[config.mk]
export PLATFORM = sky130hd
export DESIGN_NAME = radix_string_to_fixed_top_flat
export DESIGN_NICKNAME = d
export VERILOG_FILES = /design/src/sv/rstf_pkg.sv /design/src/sv/rstf_in_if.sv /design/src/sv/rstf_out_if.sv /design/src/sv/rstf_div.sv /design/src/sv/rstf_mac.sv /design/src/sv/radix_string_to_fixed_top.sv /design/src/flat_wrapper.sv
export SDC_FILE = /design/constraint.sdc
export NUM_CORES = 1
export LEC_CHECK = 0
export BUFFER_PORTS_ARGS = -buffer_cell sky130_fd_sc_hd__clkbuf_2
export CAP_MARGIN = 20
export CELL_PAD_IN_SITES_DETAIL_PLACEMENT = 2
export CELL_PAD_IN_SITES_GLOBAL_PLACEMENT = 2
export CORE_MARGIN = 2
export CORE_UTILIZATION = 36
export DETAILED_ROUTE_END_ITERATION = 7
export GPL_TIMING_DRIVEN = 0
export PLACE_DENSITY_LB_ADDON = 0.1
export REMOVE_ABC_BUFFERS = 1
export SETUP_SLACK_MARGIN = 0.15
export SLEW_MARGIN = 10
export SYNTH_ARGS = -nofsm -noshare
export SYNTH_HDL_FRONTEND = slang
export SYNTH_HIERARCHICAL = 1
export SYNTH_SLANG_ARGS = --single-unit
[constraint.sdc]
create_clock -name i_clk -period 12.85 [get_ports i_clk]
set_clock_uncertainty 0.05 [all_clocks]
set_input_delay 0.6425 -clock i_clk [delete_from_list [all_inputs] [get_ports i_clk]]
set_output_delay 0.6425 -clock i_clk [all_outputs]
set_load 0.01 [all_outputs]
[src/sv/rstf_pkg.sv]
// constants, types and the character decoder of the radix numeral parser
// no dependencies
package rstf_pkg;

    localparam int CHAR_W     = 8;
    localparam int RADIX_W    = 6;
    localparam int DIG_W      = 6;
    localparam int FRAC_Q     = 48;
    localparam int PF_W       = FRAC_Q + 1;
    localparam int FRAC_SUM_W = FRAC_Q + DIG_W + 1;
    localparam int MUL_STEPS  = DIG_W;
    localparam int DIV_BITS   = 7;
    localparam int DIV_STEPS  = PF_W / DIV_BITS;
    localparam int DATA_W     = 32;
    localparam int ADDR_W     = 3;

    localparam logic [ADDR_W-1:0]  RADIX_ADDR = 3'd0;
    localparam logic [RADIX_W-1:0] RADIX_RST  = 6'd10;
    localparam logic [RADIX_W-1:0] RADIX_MIN  = 6'd2;
    localparam logic [RADIX_W-1:0] RADIX_MAX  = 6'd36;

    localparam logic [CHAR_W-1:0] CH_0     = 8'h30;
    localparam logic [CHAR_W-1:0] CH_9     = 8'h39;
    localparam logic [CHAR_W-1:0] CH_UA    = 8'h41;
    localparam logic [CHAR_W-1:0] CH_UZ    = 8'h5A;
    localparam logic [CHAR_W-1:0] CH_LA    = 8'h61;
    localparam logic [CHAR_W-1:0] CH_LZ    = 8'h7A;
    localparam logic [CHAR_W-1:0] CH_DOT   = 8'h2E;
    localparam logic [CHAR_W-1:0] CH_MINUS = 8'h2D;
    localparam logic [CHAR_W-1:0] LETTER_BASE = 8'd10;

    typedef struct packed {
        logic             ok;
        logic [DIG_W-1:0] val;
    } t_digit;

    // digit value of an ascii character, ok low for anything else
    function automatic t_digit digit_of(input logic [CHAR_W-1:0] ch);
        t_digit d;
        d.ok  = 1'b0;
        d.val = '0;
        if (ch >= CH_0 && ch <= CH_9) begin
            d.ok  = 1'b1;
            d.val = DIG_W'(ch - CH_0);
        end else if (ch >= CH_UA && ch <= CH_UZ) begin
            d.ok  = 1'b1;
            d.val = DIG_W'(ch - CH_UA + LETTER_BASE);
        end else if (ch >= CH_LA && ch <= CH_LZ) begin
            d.ok  = 1'b1;
            d.val = DIG_W'(ch - CH_LA + LETTER_BASE);
        end
        return d;
    endfunction

endpackage

[src/sv/rstf_in_if.sv]
// character input channel: valid/ready handshake with one character per item
// depends on rstf_pkg
interface rstf_in_if;
    logic                       valid;
    logic                       ready;
    logic [rstf_pkg::CHAR_W-1:0] char_code;
    logic                       last_char;

    modport source (output valid, output char_code, output last_char, input ready);
    modport sink   (input valid, input char_code, input last_char, output ready);
endinterface

[src/sv/rstf_out_if.sv]
// result output channel: valid/ready handshake with one parsed value per item
// no dependencies
interface rstf_out_if #(
    parameter int INT_BITS      = 52,
    parameter int FRAC_OUT_BITS = 32
);
    logic                     valid;
    logic                     ready;
    logic                     negative;
    logic [INT_BITS-1:0]      integer_part;
    logic [FRAC_OUT_BITS-1:0] fraction_part;
    logic                     saturated;

    modport source (output valid, output negative, output integer_part,
                    output fraction_part, output saturated, input ready);
    modport sink   (input valid, input negative, input integer_part,
                    input fraction_part, input saturated, output ready);
endinterface

[src/sv/rstf_div.sv]
// iterative divider of the place factor by the radix, several quotient bits per cycle
// depends on rstf_pkg
module rstf_div (
    input  logic                          i_clk,
    input  logic                          i_rst_n,
    input  logic                          i_start,
    input  logic [rstf_pkg::PF_W-1:0]     i_dividend,
    input  logic [rstf_pkg::RADIX_W-1:0]  i_divisor,
    output logic [rstf_pkg::PF_W-1:0]     o_quotient,
    output logic                          o_done
);
    localparam int PF_W  = rstf_pkg::PF_W;
    localparam int RW    = rstf_pkg::RADIX_W;
    localparam int DB    = rstf_pkg::DIV_BITS;
    localparam int CNT_W = $clog2(rstf_pkg::DIV_STEPS);
    localparam logic [CNT_W-1:0] CNT_LAST = CNT_W'(rstf_pkg::DIV_STEPS - 1);

    logic [PF_W-1:0]  r_num;
    logic [RW-1:0]    r_rem;
    logic [RW-1:0]    r_div;
    logic [CNT_W-1:0] r_cnt;
    logic             r_busy;
    logic             r_done;

    logic [RW-1:0]    n_rem;
    logic [DB-1:0]    n_qbits;

    // restoring division of the top bits, remainder stays below the divisor
    always_comb begin
        logic [RW:0] rem;
        rem     = {1'b0, r_rem};
        n_qbits = '0;
        for (int i = 0; i < DB; i++) begin
            rem = {rem[RW-1:0], r_num[PF_W-1-i]};
            if (rem >= {1'b0, r_div}) begin
                rem              = rem - {1'b0, r_div};
                n_qbits[DB-1-i]  = 1'b1;
            end
        end
        n_rem = rem[RW-1:0];
    end

    always_ff @(posedge i_clk) begin
        if (!i_rst_n) begin
            r_busy <= 1'b0;
            r_done <= 1'b0;
            r_cnt  <= '0;
        end else begin
            r_done <= r_busy && (r_cnt == CNT_LAST);
            if (i_start) begin
                r_busy <= 1'b1;
                r_cnt  <= '0;
            end else if (r_busy) begin
                r_cnt <= r_cnt + 1'b1;
                if (r_cnt == CNT_LAST) begin
                    r_busy <= 1'b0;
                end
            end
        end
    end

    always_ff @(posedge i_clk) begin
        if (i_start) begin
            r_num <= i_dividend;
            r_rem <= '0;
            r_div <= i_divisor;
        end else if (r_busy) begin
            r_num <= {r_num[PF_W-DB-1:0], n_qbits};
            r_rem <= n_rem;
        end
    end

    assign o_quotient = r_num;
    assign o_done     = r_done;
endmodule

[src/sv/rstf_mac.sv]
// shared shift-add multiply-accumulate: sum = addend + x * m, one bit of m per cycle
// depends on rstf_pkg
module rstf_mac #(
    parameter int W = 59
) (
    input  logic                        i_clk,
    input  logic                        i_rst_n,
    input  logic                        i_start,
    input  logic [W-1:0]                i_x,
    input  logic [rstf_pkg::DIG_W-1:0]  i_m,
    input  logic [W-1:0]                i_addend,
    output logic [W-1:0]                o_sum,
    output logic                        o_done
);
    localparam int MW    = rstf_pkg::DIG_W;
    localparam int CNT_W = $clog2(rstf_pkg::MUL_STEPS);
    localparam logic [CNT_W-1:0] CNT_LAST = CNT_W'(rstf_pkg::MUL_STEPS - 1);

    logic [W-1:0]     r_sum;
    logic [W-1:0]     r_x;
    logic [MW-1:0]    r_m;
    logic [CNT_W-1:0] r_cnt;
    logic             r_busy;
    logic             r_done;

    always_ff @(posedge i_clk) begin
        if (!i_rst_n) begin
            r_busy <= 1'b0;
            r_done <= 1'b0;
            r_cnt  <= '0;
        end else begin
            r_done <= r_busy && (r_cnt == CNT_LAST);
            if (i_start) begin
                r_busy <= 1'b1;
                r_cnt  <= '0;
            end else if (r_busy) begin
                r_cnt <= r_cnt + 1'b1;
                if (r_cnt == CNT_LAST) begin
                    r_busy <= 1'b0;
                end
            end
        end
    end

    always_ff @(posedge i_clk) begin
        if (i_start) begin
            r_sum <= i_addend;
            r_x   <= i_x;
            r_m   <= i_m;
        end else if (r_busy) begin
            if (r_m[0]) begin
                r_sum <= r_sum + r_x;
            end
            r_x <= {r_x[W-2:0], 1'b0};
            r_m <= {1'b0, r_m[MW-1:1]};
        end
    end

    assign o_sum  = r_sum;
    assign o_done = r_done;
endmodule

[src/sv/radix_string_to_fixed_top.sv]
// radix numeral parser: characters in, sign / saturated integer / q0.32 fraction out
// integer digit: the 6-step shift-add unit, then a finish state, before the next accept
// fraction digit: the 7-step place-factor divider, then the shift-add unit, then a finish state
// other characters: finish state only; the result loads from the last one once the output is free
// synchronous active-low reset: radix 10, numeral state cleared, no result pending
module radix_string_to_fixed_top #(
    parameter int INT_BITS      = 52,
    parameter int FRAC_OUT_BITS = 32
) (
    input  logic                            i_clk,
    input  logic                            i_rst_n,
    rstf_in_if.sink                         i_in,
    rstf_out_if.source                      o_out,
    input  logic                            psel,
    input  logic                            penable,
    input  logic                            pwrite,
    input  logic [rstf_pkg::ADDR_W-1:0]     paddr,
    input  logic [rstf_pkg::DATA_W-1:0]     pwdata,
    output logic [rstf_pkg::DATA_W-1:0]     prdata,
    output logic                            pready
);
    localparam int RW     = rstf_pkg::RADIX_W;
    localparam int DW     = rstf_pkg::DIG_W;
    localparam int FQ     = rstf_pkg::FRAC_Q;
    localparam int PF_W   = rstf_pkg::PF_W;
    // shared adder width covers acc*radix+digit and frac+digit*factor
    localparam int MAC_W  = (INT_BITS + RW + 1 > rstf_pkg::FRAC_SUM_W) ?
                            (INT_BITS + RW + 1) : rstf_pkg::FRAC_SUM_W;
    localparam logic [INT_BITS-1:0] IMAX = '1;
    localparam logic [PF_W-1:0] PF_ONE = {1'b1, {FQ{1'b0}}};

    // sequencer states
    typedef enum logic [3:0] {
        ST_IDLE = 4'b0001,
        ST_DIV  = 4'b0010,
        ST_MAC  = 4'b0100,
        ST_FIN  = 4'b1000
    } t_state;

    // numeral phase: integer digits, fraction digits, stopped
    typedef enum logic [1:0] {
        PH_INT  = 2'd0,
        PH_FRAC = 2'd1,
        PH_STOP = 2'd2
    } t_phase;

    t_state               r_state;
    t_phase               r_phase;
    logic                 r_first;
    logic                 r_sign;
    logic [INT_BITS-1:0]  r_int_acc;
    logic                 r_ovf;
    logic [PF_W-1:0]      r_pf;
    logic [FQ-1:0]        r_frac_acc;
    logic                 r_last;
    logic [DW-1:0]        r_digit;
    logic [RW-1:0]        r_radix;

    // result register, parts the output side from the sequencer
    logic                     r_out_valid;
    logic                     r_out_neg;
    logic [INT_BITS-1:0]      r_out_int;
    logic [FRAC_OUT_BITS-1:0] r_out_frac;
    logic                     r_out_sat;

    logic                 in_acc;
    logic                 radix_ok;
    logic                 active;
    logic                 is_sign;
    rstf_pkg::t_digit     dig;
    logic                 dig_ok;
    logic                 take_digit;
    logic                 int_go;
    logic                 frac_go;
    logic                 out_free;
    logic                 out_load;
    logic                 cfg_wr;

    logic                 div_done;
    logic [PF_W-1:0]      div_q;
    logic                 mac_start;
    logic [MAC_W-1:0]     mac_x;
    logic [DW-1:0]        mac_m;
    logic [MAC_W-1:0]     mac_addend;
    logic [MAC_W-1:0]     mac_sum;
    logic                 mac_done;

    // accept decode, all from the current character and numeral state
    assign in_acc     = i_in.valid && i_in.ready;
    assign radix_ok   = (r_radix >= rstf_pkg::RADIX_MIN) && (r_radix <= rstf_pkg::RADIX_MAX);
    assign active     = (r_phase == PH_INT) || (r_phase == PH_FRAC);
    assign is_sign    = r_first && (i_in.char_code == rstf_pkg::CH_MINUS);
    assign dig        = rstf_pkg::digit_of(i_in.char_code);
    assign dig_ok     = dig.ok && (dig.val < r_radix);
    assign take_digit = active && radix_ok && !is_sign && dig_ok;
    assign int_go     = in_acc && take_digit && (r_phase == PH_INT);
    assign frac_go    = in_acc && take_digit && (r_phase == PH_FRAC);

    assign out_free   = !r_out_valid || o_out.ready;
    assign out_load   = (r_state == ST_FIN) && r_last && out_free;
    assign cfg_wr     = psel && penable && pwrite && pready;

    // integer digits start the shared unit right away,
    // fraction digits start it once the factor has been divided
    assign mac_start  = int_go || ((r_state == ST_DIV) && div_done);
    always_comb begin
        if (r_state == ST_DIV) begin
            mac_x      = MAC_W'(div_q);
            mac_m      = r_digit;
            mac_addend = MAC_W'(r_frac_acc);
        end else begin
            mac_x      = MAC_W'(r_int_acc);
            mac_m      = r_radix;
            mac_addend = MAC_W'(dig.val);
        end
    end

    rstf_div u_div (
        .i_clk      (i_clk),
        .i_rst_n    (i_rst_n),
        .i_start    (frac_go),
        .i_dividend (r_pf),
        .i_divisor  (r_radix),
        .o_quotient (div_q),
        .o_done     (div_done)
    );

    rstf_mac #(
        .W (MAC_W)
    ) u_mac (
        .i_clk    (i_clk),
        .i_rst_n  (i_rst_n),
        .i_start  (mac_start),
        .i_x      (mac_x),
        .i_m      (mac_m),
        .i_addend (mac_addend),
        .o_sum    (mac_sum),
        .o_done   (mac_done)
    );

    always_ff @(posedge i_clk) begin
        if (!i_rst_n) begin
            r_state     <= ST_IDLE;
            r_phase     <= PH_INT;
            r_first     <= 1'b1;
            r_sign      <= 1'b0;
            r_int_acc   <= '0;
            r_ovf       <= 1'b0;
            r_pf        <= PF_ONE;
            r_frac_acc  <= '0;
            r_last      <= 1'b0;
            r_digit     <= '0;
            r_radix     <= rstf_pkg::RADIX_RST;
            r_out_valid <= 1'b0;
        end else begin
            if (cfg_wr && (paddr == rstf_pkg::RADIX_ADDR)) begin
                r_radix <= pwdata[RW-1:0];
            end
            // offered until taken, a new result loads once the slot is free
            r_out_valid <= out_load || (r_out_valid && !o_out.ready);

            case (r_state)
                ST_IDLE: begin
                    if (in_acc) begin
                        r_last  <= i_in.last_char;
                        r_first <= 1'b0;
                        r_digit <= dig.val;
                        if (active) begin
                            if (!radix_ok) begin
                                r_phase <= PH_STOP;
                            end else if (is_sign) begin
                                r_sign <= 1'b1;
                            end else if (dig_ok) begin
                                // arithmetic follows in the units
                            end else if (i_in.char_code == rstf_pkg::CH_DOT &&
                                         r_phase == PH_INT) begin
                                r_phase <= PH_FRAC;
                            end else begin
                                r_phase <= PH_STOP;
                            end
                        end
                        if (int_go) begin
                            r_state <= ST_MAC;
                        end else if (frac_go) begin
                            r_state <= ST_DIV;
                        end else begin
                            r_state <= ST_FIN;
                        end
                    end
                end
                ST_DIV: begin
                    if (div_done) begin
                        r_pf    <= div_q;
                        r_state <= ST_MAC;
                    end
                end
                ST_MAC: begin
                    if (mac_done) begin
                        if (r_phase == PH_INT) begin
                            // anything above the integer width means overflow
                            if (|mac_sum[MAC_W-1:INT_BITS]) begin
                                r_int_acc <= IMAX;
                                r_ovf     <= 1'b1;
                            end else begin
                                r_int_acc <= mac_sum[INT_BITS-1:0];
                            end
                        end else begin
                            r_frac_acc <= mac_sum[FQ-1:0];
                        end
                        r_state <= ST_FIN;
                    end
                end
                ST_FIN: begin
                    if (!r_last) begin
                        r_state <= ST_IDLE;
                    end else if (out_free) begin
                        // result handed over, start a new numeral
                        r_phase     <= PH_INT;
                        r_first     <= 1'b1;
                        r_sign      <= 1'b0;
                        r_int_acc   <= '0;
                        r_ovf       <= 1'b0;
                        r_pf        <= PF_ONE;
                        r_frac_acc  <= '0;
                        r_state     <= ST_IDLE;
                    end
                end
                default: begin
                    r_state <= ST_IDLE;
                end
            endcase
        end
    end

    // result payload, zero for an unsupported radix
    always_ff @(posedge i_clk) begin
        if (out_load) begin
            if (radix_ok) begin
                r_out_neg  <= r_sign;
                r_out_int  <= r_int_acc;
                r_out_frac <= r_frac_acc[FQ-1 -: FRAC_OUT_BITS];
                r_out_sat  <= r_ovf;
            end else begin
                r_out_neg  <= 1'b0;
                r_out_int  <= '0;
                r_out_frac <= '0;
                r_out_sat  <= 1'b0;
            end
        end
    end

    assign i_in.ready          = (r_state == ST_IDLE);
    assign o_out.valid         = r_out_valid;
    assign o_out.negative      = r_out_neg;
    assign o_out.integer_part  = r_out_int;
    assign o_out.fraction_part = r_out_frac;
    assign o_out.saturated     = r_out_sat;

    // register file: radix only
    assign pready = 1'b1;
    assign prdata = (paddr == rstf_pkg::RADIX_ADDR) ?
                    {{(rstf_pkg::DATA_W - RW){1'b0}}, r_radix} : '0;
endmodule

[src/flat_wrapper.sv]
// flat-port wrapper written by rule: the top's interface ports become plain ports
module radix_string_to_fixed_top_flat 
#(
    parameter int INT_BITS      = 52,
    parameter int FRAC_OUT_BITS = 32
)
  (i_clk, i_rst_n, psel, penable, pwrite, paddr, pwdata, prdata, pready, i_in_valid, i_in_char_code, i_in_last_char, i_in_ready, o_out_valid, o_out_negative, o_out_integer_part, o_out_fraction_part, o_out_saturated, o_out_ready);
  rstf_in_if i_in_i ();
  rstf_out_if #(.INT_BITS(INT_BITS), .FRAC_OUT_BITS(FRAC_OUT_BITS)) o_out_i ();
  input  logic i_clk;
  input  logic i_rst_n;
  input  logic psel;
  input  logic penable;
  input  logic pwrite;
  input  logic [rstf_pkg::ADDR_W-1:0] paddr;
  input  logic [rstf_pkg::DATA_W-1:0] pwdata;
  output logic [rstf_pkg::DATA_W-1:0] prdata;
  output logic pready;
  input wire logic [$bits(i_in_i.valid)-1:0] i_in_valid;
  input wire logic [$bits(i_in_i.char_code)-1:0] i_in_char_code;
  input wire logic [$bits(i_in_i.last_char)-1:0] i_in_last_char;
  output wire logic [$bits(i_in_i.ready)-1:0] i_in_ready;
  output wire logic [$bits(o_out_i.valid)-1:0] o_out_valid;
  output wire logic [$bits(o_out_i.negative)-1:0] o_out_negative;
  output wire logic [$bits(o_out_i.integer_part)-1:0] o_out_integer_part;
  output wire logic [$bits(o_out_i.fraction_part)-1:0] o_out_fraction_part;
  output wire logic [$bits(o_out_i.saturated)-1:0] o_out_saturated;
  input wire logic [$bits(o_out_i.ready)-1:0] o_out_ready;
  assign i_in_i.valid = i_in_valid;
  assign i_in_i.char_code = i_in_char_code;
  assign i_in_i.last_char = i_in_last_char;
  assign i_in_ready = i_in_i.ready;
  assign o_out_valid = o_out_i.valid;
  assign o_out_negative = o_out_i.negative;
  assign o_out_integer_part = o_out_i.integer_part;
  assign o_out_fraction_part = o_out_i.fraction_part;
  assign o_out_saturated = o_out_i.saturated;
  assign o_out_i.ready = o_out_ready;
  radix_string_to_fixed_top #(.INT_BITS(INT_BITS), .FRAC_OUT_BITS(FRAC_OUT_BITS)) u_core (.i_clk(i_clk), .i_rst_n(i_rst_n), .i_in(i_in_i), .o_out(o_out_i), .psel(psel), .penable(penable), .pwrite(pwrite), .paddr(paddr), .pwdata(pwdata), .prdata(prdata), .pready(pready));
endmodule
== Word level (Yosys, flattened, before mapping) ==
Index checks and enable logic that the tools add are counted.

* Register bits: 453
* Bits in latches: 0
* RAM bits: 0
* Bits in read-only memories: 0
* Output and inout port bits: 121
* Word-level logic and storage cells: 217
* Memories kept: 0

* Add/sub/neg operators: 15
* Multiply operators: 0
* Divide/modulo/power cells: 0
* Magnitude comparators: 16
* Equal/unequal tests: 23
* Shift-type cells: 0
* Multiplexer cells: 83
* Bitwise gates (word level): 1
* Reductions and logical operators: 51

{| class="wikitable"
|+ Operator list
! kind !! count
|-
| $mux 52 || 6
|-
| $mux 59 || 5
|-
| $mux 49 || 5
|-
| $mux 48 || 5
|-
| $pmux 52 s2 || 1
|-
| $pmux 49 s2 || 1
|-
| $pmux 48 s2 || 1
|-
| $mux 6 || 11
|-
| $add 59x59->59 || 1
|-
| $ge 7x6->1 || 7
|-
| $sub 6x6->6 || 7
|-
| $mux 4 || 7
|-
| $mux 1 || 25
|-
| $logic_and 1x1->1 || 23
|-
| $mux 7 || 3
|-
| $eq 8x6->1 const B || 2
|-
| $ge 8x7->1 const B || 2
|-
| $le 8x7->1 const B || 2
|-
| $mux 2 || 8
|-
| $pmux 4 s4 || 1
|-
| $ne 2x2->1 const B || 7
|-
| $reduce_and 7->1 || 2
|-
| $add 6x4->6 const B || 2
|-
| $reduce_and 4->1 || 3
|-
| 29 further kinds || 52
|}

== Longest topological paths before layout ==
* Word-level depth: 16
* Mapped depth: 68

== By module ==
The synthesis kept the hierarchy.

{| class="wikitable"
|+ By module, submodules not included
! module !! instances !! cells an instance !! area an instance (µm²) !! seq. area each (µm²)
|-
| radix_string_to_fixed_top || 1 || 1346 || 11690.0 || 6025.8
|-
| rstf_mac || 1 || 861 || 8887.3 || 3823.7
|-
| rstf_div || 1 || 434 || 4914.7 || 1871.8
|}

== Worst setup path after synthesis ==
Ideal clock, no wire load.

* Path kind: register to register
* Start point: register u_core.u_div.r_div[1]
* End point: register u_core.u_div.r_rem[1]
* Setup time: 139 ps
* Data arrival time: 14029 ps
* Setup slack: -1367 ps
* Cell stages (with the launch flop): 68
* Path buffers: 3
* Period minus slack after synthesis: 14217 ps
* Cells stage by stage: edfxtp_1 -> inv_1 -> ha_1 -> a211oi_1 -> o31a_1 -> buf_6 -> mux2i_1 -> inv_1 -> ha_1 -> a21o_1 -> a21oi_1 -> o21ai_0 -> a221o_2 -> or2_4 -> buf_6 -> o21ai_0 -> inv_1 -> ha_1 -> [32 not listed] -> nand2b_1 -> a31o_2 -> a21o_1 -> a21o_1 -> a21oi_1 -> o211ai_4 -> mux2i_1 -> ha_1 -> a21o_1 -> a21o_1 -> a21o_1 -> a21oi_1 -> o21ai_0 -> a21oi_1 -> o21ai_1 -> a211oi_4 -> mux2i_1 -> a211oi_1

* Longest elaborated chain between the ends: 14

{| class="wikitable"
|+ Ends and longest elaborated chain
! element !! line !! text
|-
| start, declared || rstf_div.sv:20 || <nowiki>logic [RW-1:0] r_div;</nowiki>
|-
| start signal, assigned || rstf_div.sv:66 || <nowiki>r_div <= i_divisor;</nowiki>
|-
| $sub 6x6->6 / $ge 7x6->1 (equally long branches) || rstf_div.sv:36, rstf_div.sv:35 ||
|-
| $mux 6 || rstf_div.sv:35 || <nowiki>if (rem >= {1'b0, r_div}) begin</nowiki>
|-
| $sub 6x6->6 / $ge 7x6->1 (equally long branches) || rstf_div.sv:36, rstf_div.sv:35 ||
|-
| $mux 6 || rstf_div.sv:35 ||
|-
| $sub 6x6->6 / $ge 7x6->1 (equally long branches) || rstf_div.sv:36, rstf_div.sv:35 ||
|-
| $mux 6 || rstf_div.sv:35 ||
|-
| $sub 6x6->6 / $ge 7x6->1 (equally long branches) || rstf_div.sv:36, rstf_div.sv:35 ||
|-
| $mux 6 || rstf_div.sv:35 ||
|-
| $sub 6x6->6 / $ge 7x6->1 (equally long branches) || rstf_div.sv:36, rstf_div.sv:35 ||
|-
| $mux 6 || rstf_div.sv:35 ||
|-
| $ge 7x6->1 / $sub 6x6->6 (equally long branches) || rstf_div.sv:35, rstf_div.sv:36 ||
|-
| $mux 6 || rstf_div.sv:35 ||
|-
| $sub 6x6->6 / $ge 7x6->1 (equally long branches) || rstf_div.sv:36, rstf_div.sv:35 ||
|-
| $mux 6 (*) || rstf_div.sv:35 ||
|-
| end signal, assigned || rstf_div.sv:69 || <nowiki>r_rem <= n_rem;</nowiki>
|-
| end, declared || rstf_div.sv:19 || <nowiki>logic [RW-1:0] r_rem;</nowiki>
|}

Mark *: on every way between the ends. The rest lies on a longest branch, timed or not.
A chain may end at the register's enable or synchronous reset.

== Worst setup path after layout ==
* Start point: register u_core.u_div.r_div[4]
* End point: register u_core.u_div.r_rem[1]

* Longest elaborated chain between the ends: 14

{| class="wikitable"
|+ Ends and longest elaborated chain
! element !! line
|-
| $sub 6x6->6 / $ge 7x6->1 (equally long branches) || rstf_div.sv:36, rstf_div.sv:35
|-
| $mux 6 || rstf_div.sv:35
|-
| $sub 6x6->6 / $ge 7x6->1 (equally long branches) || rstf_div.sv:36, rstf_div.sv:35
|-
| $mux 6 || rstf_div.sv:35
|-
| $ge 7x6->1 / $sub 6x6->6 (equally long branches) || rstf_div.sv:35, rstf_div.sv:36
|-
| $mux 6 || rstf_div.sv:35
|-
| $sub 6x6->6 / $ge 7x6->1 (equally long branches) || rstf_div.sv:36, rstf_div.sv:35
|-
| $mux 6 || rstf_div.sv:35
|-
| $sub 6x6->6 / $ge 7x6->1 (equally long branches) || rstf_div.sv:36, rstf_div.sv:35
|-
| $mux 6 || rstf_div.sv:35
|-
| $ge 7x6->1 / $sub 6x6->6 (equally long branches) || rstf_div.sv:35, rstf_div.sv:36
|-
| $mux 6 || rstf_div.sv:35
|-
| $sub 6x6->6 / $ge 7x6->1 (equally long branches) || rstf_div.sv:36, rstf_div.sv:35
|-
| $mux 6 (*) || rstf_div.sv:35
|}

Marked as above.

==> summary.txt <==
Status: finished with violations
Failing checks: negative setup slack
Slew Limit Fails: 0
Starting DRT DRC Count: 1032
CTS Root Cell: clkbuf_16
Clk buf depth: 3
Post-synthesis async set-or-reset flop share: 0%
Layout area overhead: 20.25%
Top post-synthesis cells by area: edfxtp_1 (31%), dfxtp_1 (15%), nand2_1 (6.6%)
Die width: 270.1 um
Setup ws final: -1.156 ns
Reg-to-Reg Start: u_core/u_div/r_div[4]
DPL Wire Length: 60110 um
CP top delay family: compound AO/OA/AOI/OAI gates
MaxCap Viol Count: 0
Worst Tran Pin Value: 0.9050 ns
Die Span Y: 270.1 um
Placement Setup Slack: -4.578 ns
Post-synth EDFFs: 265
Cell Area, Placed: 0.02737 mm2
Core Util, Final: 43.77%
Worst Path Arrival: 14.42 ns
Routed wire length: 89430 um
Nets: 2982
Filler cells: 7333
Worst setup SP type: flop
Mapped cell area: 0.02549 mm2
H-tree depth: 2
CP Data Required Time: 13.26 ns
DRC violations left: 0
Final Hold Fails: 0
CP max-delay cell: a2111o_1
Global-route wire length before repair: 137900 um
Worst setup path startpoint: u_core/u_div/r_div[4]
Min cycle time layout: 14.01 ns
RSZ-0062 raised after global routing: true
Clock-pin slew of the registers on the worst-case setup and hold paths: 0.06 ns
Tot GR Track Use: 23.70%
Yosys cell types: 106
I/O pins: 172
Syn avg cell area: 9.652 um2
Detail-routed net length per standard cell: 23.59 um
Primary FF master, synth: edfxtp_1
Number of synthesis warnings: 6
ANT nets after route: 0
Vias in the first global route: 23408
Core box area: 0.07003 mm2
HP Class: in -> reg
Num CTS Buffers: 54
Post-CTS Hold Fix Bufs: 0
List of most frequent post-synthesis cells: nand2_1 (446), edfxtp_1 (265), a21oi_1 (257)
Synth area leader: edfxtp_1
Register area share after synthesis: 45.98%
DRT Pass-1 Iters: 4
Max Freq: 71.40 MHz
Via count: 20924
Worst hold slack: 0.2188 ns
Most numerous cell on the critical path: a21o_1
Period utilization: 109.0%
Buf/Inv on CP: 9
Initial antenna violation count: 0
Ant diodes: 0
Starting Density: 36.40%
DR vias/cell: 5.519
CTS tree: yes
Rows: 97
Die ar.: 0.07296 mm2
Top-count cell post-synth: nand2_1
Largest net degree at the start of global routing: 114
Routability cong.: 0.8292
Crit path kind: reg -> reg
Layout cell share with drive strength beyond 1: 21.33%
CP endpoint kind: flop
I/O Buffers: 118
Final instance area: 0.03065 mm2
Worst-path maximum fanout: 7
Synth top area share: 31.22%
CTS Sinks: 453
Clock latency at the later pin of the worst-skew pair: 0.62 ns
Post-synthesis cell count: 2641
GRT overflow: 0
Seq cells post-synth: 453
Worst hold start: pwdata[3]
Relative slew margins: 39.67%
Worst path max stage delay: 0.45 ns
Finish-stage setup viols: 7
## state kept, by name, indices dropped and copies added (netlist names), 2 cells and up
| signal | count |
|---|---|
| u_core/o_out.fraction_part | 32 |
| u_core/o_out.integer_part | 52 |
| u_core/r_digit | 6 |
| u_core/r_frac_acc | 48 |
| u_core/r_int_acc | 52 |
| u_core/r_pf | 49 |
| u_core/r_phase | 2 |
| u_core/r_radix | 6 |
| u_core/r_state | 4 |
| u_core/u_div/o_quotient | 49 |
| u_core/u_div/r_cnt | 3 |
| u_core/u_div/r_div | 6 |
| u_core/u_div/r_rem | 6 |
| u_core/u_mac/o_sum | 59 |
| u_core/u_mac/r_cnt | 3 |
| u_core/u_mac/r_m | 6 |
| u_core/u_mac/r_x | 59 |
## routing by layer
metal | part of all wire (%) | global-route usage [%]
met1 | 44 | 30.05
met2 | 51 | 42.62
met3 | 2.7 | 2.427
met4 | 2.6 | 6.579
met5 | 0 | 0
## kinds of logic after synthesis
logic type	share of synthesized area [%]
xor gates and xnor gates	2.886
AOI/OAI and AO/OA	15.54
other	0.02946
buffers and inverters	5.075
adders and majority gates	6.371
DFF	45.98
and+or+nand+nor	17.56
muxes	6.557
## layout by cell type, fill, tap and decap left out, types with 57 or more instances in the layout
cell type,synthesis,layout
nor2_1,77,74
buf_4,30,79
mux2_2,128,124
nand3_1,126,124
edfxtp_1,265,265
clkbuf_2,1,118
inv_1,71,58
a21o_1,61,60
a21oi_1,257,251
ha_1,117,96
o21ai_0,130,121
o211ai_1,59,59
and2_1,101,100
dfxtp_1,188,188
nand2_1,446,444
xnor2_1,58,57
## what timing repair did
item,in CTS,in global routing
setup buffers,70,25
resized for setup,85,44
hold endpoints to repair,0,0
gates cloned,1,0
endpoints found under the setup margin,9,7
pin swaps,45,43
## final cells by class
| cell class | instances | area, um2 | area share, % |
|---|---|---|---|
| Clock inverter | 24 | 277.8 | 0.9062 |
| Clock buffer | 77 | 1570 | 5.123 |
| Timing Repair Buffer | 254 | 2235 | 7.290 |
| Multi-Input combinational cell | 1971 | 13370 | 43.61 |
| Tap cell | 940 | 1176 | 3.837 |
| Inverter | 72 | 304.0 | 0.9919 |
| Sequential cell | 453 | 11720 | 38.24 |
## worst reg2reg max path, delay by kind of cell (launching register included)
| family | cells | cell delay, ns |
|---|---|---|
| AOI/OAI and AO/OA | 34 | 7.09 |
| and+or+nand+nor | 11 | 2.03 |
| muxes | 6 | 1.75 |
| adders and majority gates | 7 | 1.64 |
| buffers and inverters | 9 | 0.94 |
| DFF | 1 | 0.38 |
## final timing paths
| kind | slack, ns | endpoint | cells after the start |
|---|---|---|---|
| worst max-delay path | -1.16 | u_core/u_div/r_rem[1] | 67 |
| worst min-delay path | 0.22 | u_core/r_radix[3] | 3 |
| worst max register to register | -1.16 | u_core/u_div/r_rem[1] | 67 |
| worst min register to register | 0.40 | u_core/r_frac_acc[15] | 2 |
## metrics by stage
step	instances	setup TNS (ns)
after floorplan	2496	-574.45
after global routing	3791	-10.54
after global placement	3554	-3877.38
after detailed placement	3594	-33.46
after CTS	3766	-2.155
final	3791	-7.715
Power is not shown: default switching activity piles up to over one toggle a cycle in this logic, so the estimate is an artifact.
